--- src/hw/rtl/svge_pkg.sv ---
// ----------------------------------------------------------------------------
// svge_pkg: shared types and constants of the state vector gate engine
// Operation codes, sequencer state codes, packed amplitude helpers and the
// bundles passed between the sequencer, the multiply unit and the
// reciprocal square root unit.
// ----------------------------------------------------------------------------
package svge_pkg;

	localparam logic [2:0] OP_GATE  = 3'd0;
	localparam logic [2:0] OP_CGATE = 3'd1;
	localparam logic [2:0] OP_CNOT  = 3'd2;
	localparam logic [2:0] OP_MEAS  = 3'd3;
	localparam logic [2:0] OP_QUERY = 3'd4;

	// 1.0 + 0i in packed Q2.30
	localparam logic [63:0] AMP_ONE = 64'h4000_0000_0000_0000;
	localparam logic [7:0]  GCNT_WRAP = 8'd255;
	localparam logic [31:0] PROB_MAX = 32'h8000_0000;

	typedef enum logic [8:0] {
		ST_IDLE  = 9'b000000001,
		ST_CLEAR = 9'b000000010,
		ST_GATE  = 9'b000000100,
		ST_SCAN  = 9'b000001000,
		ST_QUERY = 9'b000010000,
		ST_RECIP = 9'b000100000,
		ST_SCALE = 9'b001000000,
		ST_RESP  = 9'b010000000,
		ST_START = 9'b100000000
	} state_t;

	typedef enum logic [5:0] {
		R_IDLE  = 6'b000001,
		R_SHIFT = 6'b000010,
		R_SQRT  = 6'b000100,
		R_PREP  = 6'b001000,
		R_DIV   = 6'b010000,
		R_DONE  = 6'b100000
	} recip_state_t;

	typedef struct packed {
		logic signed [65:0] rr;
		logic signed [65:0] ii;
		logic signed [65:0] ri;
		logic signed [65:0] ir;
	} prod_t;

	typedef struct packed {
		logic        done;
		logic        zero;
		logic [32:0] inv;
	} recip_rsp_t;

	function automatic logic signed [33:0] ext34(input logic [31:0] v);
		ext34 = {{2{v[31]}}, v};
	endfunction

	// round to nearest (ties up), shift by 30, saturate to 32 bits
	function automatic logic [31:0] rnd_sat(input logic signed [65:0] v);
		logic signed [65:0] t;
		t = (v + 66'sd536870912) >>> 30;
		if (t > 66'sd2147483647)
			rnd_sat = 32'h7FFF_FFFF;
		else if (t < -66'sd2147483648)
			rnd_sat = 32'h8000_0000;
		else
			rnd_sat = t[31:0];
	endfunction

endpackage

--- src/hw/rtl/svge_recip.sv ---
// ----------------------------------------------------------------------------
// svge_recip: reciprocal square root sequencer for renormalization
// Scales the norm sum by an even power of two, takes a 31-step digit
// square root, then a 62-step restoring division for the reciprocal.
// ----------------------------------------------------------------------------
module svge_recip #(
	parameter int SW = 74
) (
	input  logic                   clk,
	input  logic                   arst_n,
	input  logic                   start,
	input  logic [SW-1:0]          sum,
	output svge_pkg::recip_rsp_t   rsp
);

	svge_pkg::recip_state_t state_q;
	logic [SW-1:0] sh_q;
	logic [60:0]   num_q;
	logic [63:0]   x_q;
	logic [63:0]   r_q;
	logic [63:0]   bit_q;
	logic [61:0]   dvd_q;
	logic [31:0]   rem_q;
	logic [5:0]    cnt_q;
	logic          zero_q;
	logic [63:0]   rb;
	logic [32:0]   trial;

	assign rb    = r_q + bit_q;
	assign trial = {rem_q, dvd_q[61]};

	assign rsp.done = (state_q == svge_pkg::R_DONE);
	assign rsp.zero = zero_q;
	assign rsp.inv  = (dvd_q > 62'h1_0000_0000) ? 33'h1_0000_0000 : dvd_q[32:0];

	always_ff @(posedge clk or negedge arst_n) begin
		if (!arst_n) begin
			state_q <= svge_pkg::R_IDLE;
			cnt_q   <= '0;
			zero_q  <= 1'b0;
		end else begin
			case (state_q)
				svge_pkg::R_IDLE: begin
					if (start) begin
						sh_q  <= sum;
						num_q <= 61'h1000_0000_0000_0000;
						if (sum == '0) begin
							zero_q  <= 1'b1;
							state_q <= svge_pkg::R_DONE;
						end else begin
							zero_q  <= 1'b0;
							state_q <= svge_pkg::R_SHIFT;
						end
					end
				end
				svge_pkg::R_SHIFT: begin
					if (|sh_q[SW-1:62]) begin
						sh_q  <= sh_q >> 2;
						num_q <= num_q >> 1;
					end else begin
						x_q     <= {2'b00, sh_q[61:0]};
						r_q     <= '0;
						bit_q   <= 64'h1000_0000_0000_0000;
						cnt_q   <= '0;
						state_q <= svge_pkg::R_SQRT;
					end
				end
				svge_pkg::R_SQRT: begin
					if (x_q >= rb) begin
						x_q <= x_q - rb;
						r_q <= (r_q >> 1) + bit_q;
					end else begin
						r_q <= r_q >> 1;
					end
					bit_q <= bit_q >> 2;
					cnt_q <= cnt_q + 6'd1;
					if (cnt_q == 6'd30)
						state_q <= svge_pkg::R_PREP;
				end
				svge_pkg::R_PREP: begin
					if (r_q == '0) begin
						zero_q  <= 1'b1;
						state_q <= svge_pkg::R_DONE;
					end else begin
						dvd_q   <= 62'(num_q) + r_q[62:1];
						rem_q   <= '0;
						cnt_q   <= '0;
						state_q <= svge_pkg::R_DIV;
					end
				end
				svge_pkg::R_DIV: begin
					// dividend bits shift out the top, quotient bits in at the bottom
					if (trial >= r_q[32:0]) begin
						rem_q <= 32'(trial - r_q[32:0]);
						dvd_q <= {dvd_q[60:0], 1'b1};
					end else begin
						rem_q <= trial[31:0];
						dvd_q <= {dvd_q[60:0], 1'b0};
					end
					cnt_q <= cnt_q + 6'd1;
					if (cnt_q == 6'd61)
						state_q <= svge_pkg::R_DONE;
				end
				svge_pkg::R_DONE: begin
					state_q <= svge_pkg::R_IDLE;
				end
				default: begin
					state_q <= svge_pkg::R_IDLE;
				end
			endcase
		end
	end

endmodule

--- config.mk ---
export PLATFORM = sky130hd
export DESIGN_NAME = svge_recip
export DESIGN_NICKNAME = d
export VERILOG_FILES = /design/src/hw/rtl/svge_pkg.sv /design/src/hw/rtl/svge_recip.sv
export SDC_FILE = /design/constraint.sdc
export NUM_CORES = 1
export LEC_CHECK = 0
export ABC_CLOCK_PERIOD_IN_PS = 14400
export BUFFER_PORTS_ARGS = -buffer_cell sky130_fd_sc_hd__clkbuf_2
export CAP_MARGIN = 20
export CORE_ASPECT_RATIO = 0.7
export CORE_MARGIN = 10
export CORE_UTILIZATION = 55
export DETAILED_ROUTE_END_ITERATION = 12
export GPL_ROUTABILITY_DRIVEN = 1
export PLACE_DENSITY = 0.74
export SLEW_MARGIN = 20
export SYNTH_ARGS = -nofsm -noshare
export SYNTH_HDL_FRONTEND = slang
export SYNTH_SLANG_ARGS = --single-unit
--- constraint.sdc ---
create_clock -name clk -period 14.4 [get_ports clk]
set_input_delay 0.72 -clock clk [delete_from_list [all_inputs] [get_ports clk]]
set_output_delay 0.72 -clock clk [all_outputs]
set_load 0.005 [all_outputs]
==> metrics.txt <==
routed vias ~27,000; clk_skew 0.0187 ns; first-pass detailed-route iteration total 6; worst slew pin tran roughly 1.0 ns; outcome completed; number of antenna violations at the first check in global routing 0; dpl ws 7.53 ns; row count 72; Post-CTS Setup Bufs 0; GRT Util Overall approximately a quarter; WS Path Type reg2reg; Initial Util 55.7%; routed vias/inst 6.19; io pins approximately 110; Sw Ratio a little over 40%; CTS tree yes; H-Tree Depth 2; Final Hold Vio Count 0; Final #Nets approximately 3,800; cell repeated most along the worst path a21oi_1; Layout area overhead 8.04%; Synth async-reset ratio between 3 and 4%; Leak Pwr 13.1 nW; max incr delay on CP around 0.7 ns; relative slew slack 32.3%; synthesized area 0.0308 mm²; DRC Markers 0; layout cells sized above 1 6.82%; crit path DAT slightly above 7 ns; Clock transition at path regs 0.06 ns; f_max approximately 140 MHz; Synth Net Count 3,825; worst path required time 14.60 ns; DR WL/cell 19.6 µm; setup TNS 0 ns; Switch Pwr approximately 2.3 mW; Int Pwr ~3.2 mW; Final setup viols 0; final WL between 80,000 and 90,000 µm; Ys Warns 0; crit path time final 6.99 ns; power per cell area approximately 170 mW/mm²; largest area contributor in the netlist edfxtp_1; final setup margin ~7.4 ns; Slowest-stage cell, CP o21a_2; Resize count post-CTS 0; Logic pwr share 47.3%; n_diodes 0; hold buffer count at CTS 0; first-pass GRT wire length 134,000 µm; CP bufs+invs 1; Worst VDD drop around 0.1 mV; Core ar. approximately 0.055 mm²; largest net degree at the start of global routing 136; sequential share of power between 30% and 40%; TritonCTS Buffers 44; Primary FF master, synth edfxtp_1; Seq cells post-synth approximately 400; CP endpoint kind flop; vias in the first global route about 25,000; routability congestion estimate around 0.96; count leader, synth nand2_1; global route overflow 0; Syn Area/Cell 8.75 µm²; sequential-to-total area share from yosys stat between 30% and 40%; Root Buffer clkbuf_16; critical path's top delay family compound AO/OA/AOI/OAI gates; clock latency on the worst-skew pair roughly 0.58 ns; top-area cell type share of the netlist area between 30% and 40%; CP Cell Sequence ha_1 > a31oi_1 > a211oi_1 > a21oi_1 > o31ai_2 > a21oi_1 > o21ba_2 > o21ai_0 > a21oi_1 > o21bai_1 > a21oi_1 > xor2_1 > ha_1 > nand2_1 > o21ai_0 > a21oi_1 > o21ai_0 > a41oi_1 > o21ai_4 > o21a_2 > buf_4; Hold Path Class in2async; clock group share of total power a little over a fifth; Die ar. about 0.066 mm²; port buffer count around 110; Tcrit/Tclk final around half; clock sinks approximately 400; number of distinct library cells after synthesis 92; crit start category flop; Post-synth EDFFs about 390; antenna-violating nets left 0; starting DRC count in detailed routing between 2,000 and 3,000; worst-path fanout max 36; die extent in x approximately 300 µm; Max Root-Sink Buffers 3; Post-synth top cells 551 x nand2_1, 388 x edfxtp_1, 304 x nor2_1; Mapped Cells between 3,000 and 4,000; RSZ-0062 raised after global routing false; placed wire-length estimate approximately 63,000 µm; FILL cells just under 5,000; die span in y 218 µm; FF-to-FF setup slack around 7.4 ns; largest cells by area after synthesis edfxtp_1 38%, ha_1 9.1%, nand2_1 6.7%; max-cap viol count 0; Max Transition Viols Final 0
[path summary, 6_finish.rpt]
path	start	end	cells after the start
max	r_q[2]	x_q[7]	21
max in group asynchronous	arst_n	state_q[0]	1
min in group clk	start	state_q[0]	2
min	arst_n	cnt_q[2]	1
min reg2reg	sh_q[1]	x_q[1]	2
max reg2reg	r_q[2]	x_q[7]	21
[layout by cell type, fill, tap and decap left out, drive strengths merged, types with 101 or more instances in the layout]
cell type,count
edfxtp,388
xnor2,143
clkbuf,175
a21o,111
nor2,304
xor2,120
ha,225
nand2,551
a21oi,296
inv,101
and2,142
o21ai,251
[area by class of cell]
cell class	instances	area, µm²	share of cell area (%)
Sequential cell	401	12000	36.0
Timing Repair Buffer	128	696	2.09
Tap cell	740	926	2.78
Clock buffer	64	1280	3.85
Inverter	100	378	1.14
Multi-Input combinational cell	2856	17900	53.7
Clock inverter	14	150	0.451
[layer usage]
metal | GRT usage, % | vias to the layer above | wire, µm | share of wire (%)
met5 | 0 | - | 0 | 0
met4 | 5.34 | 0 | 1530 | 1.8
met3 | 3.84 | 92 | 6630 | 7.9
met2 | 37.7 | 965 | 36700 | 44
met1 | 36.8 | 12700 | 39500 | 47
li1 | - | 12900 | - | -
[cell families (layout without fill, tap and decap cells)]
family / after synthesis / count (layout) / share of synthesized area [%]
adders and majority gates: 228 / 228 / 9.34
xor gates and xnor gates: 263 / 263 / 7.48
buffers and inverters: 263 / 306 / 3.30
DFF: 401 / 401 / 38.9
and+or+nand+nor: 1368 / 1368 / 20.7
AOI/OAI and AO/OA: 982 / 982 / 19.8
muxes: 15 / 15 / 0.492
[flip-flops by register name, indices dropped and copies added (netlist names)]
signal   count
x_q         64
bit_q       31
r_q         64
rem_q       32
sh_q        74
dvd_q       62
zero_q       1
num_q       61
cnt_q        6
state_q      6
[stage by stage]
step	hold WS [ns]	util [%]	cell area, µm²	cells	power, mW
2_1_floorplan	0.424	-	30800	3520	3.74
3_3_place_gp	0.518	57.5	31800	4225	4.29
3_5_place_dp	0.507	57.5	31800	4225	4.32
4_1_cts	0.0438	60.1	33300	4303	5.49
5_1_grt	0.0771	60.1	33300	4303	5.88
6_report	0.0619	60.1	33300	4303	5.50
[power by group through the flow]
stage	registers (mW)	clock network, mW	logic (mW)
floorplan	1.74	0	2.00
global placement	1.76	0	2.53
detailed placement	1.76	0	2.56
CTS	1.74	1.17	2.57
global route	1.76	1.22	2.90
finish	1.74	1.16	2.60
No activity file was read; power rests on OpenSTA's default activity.
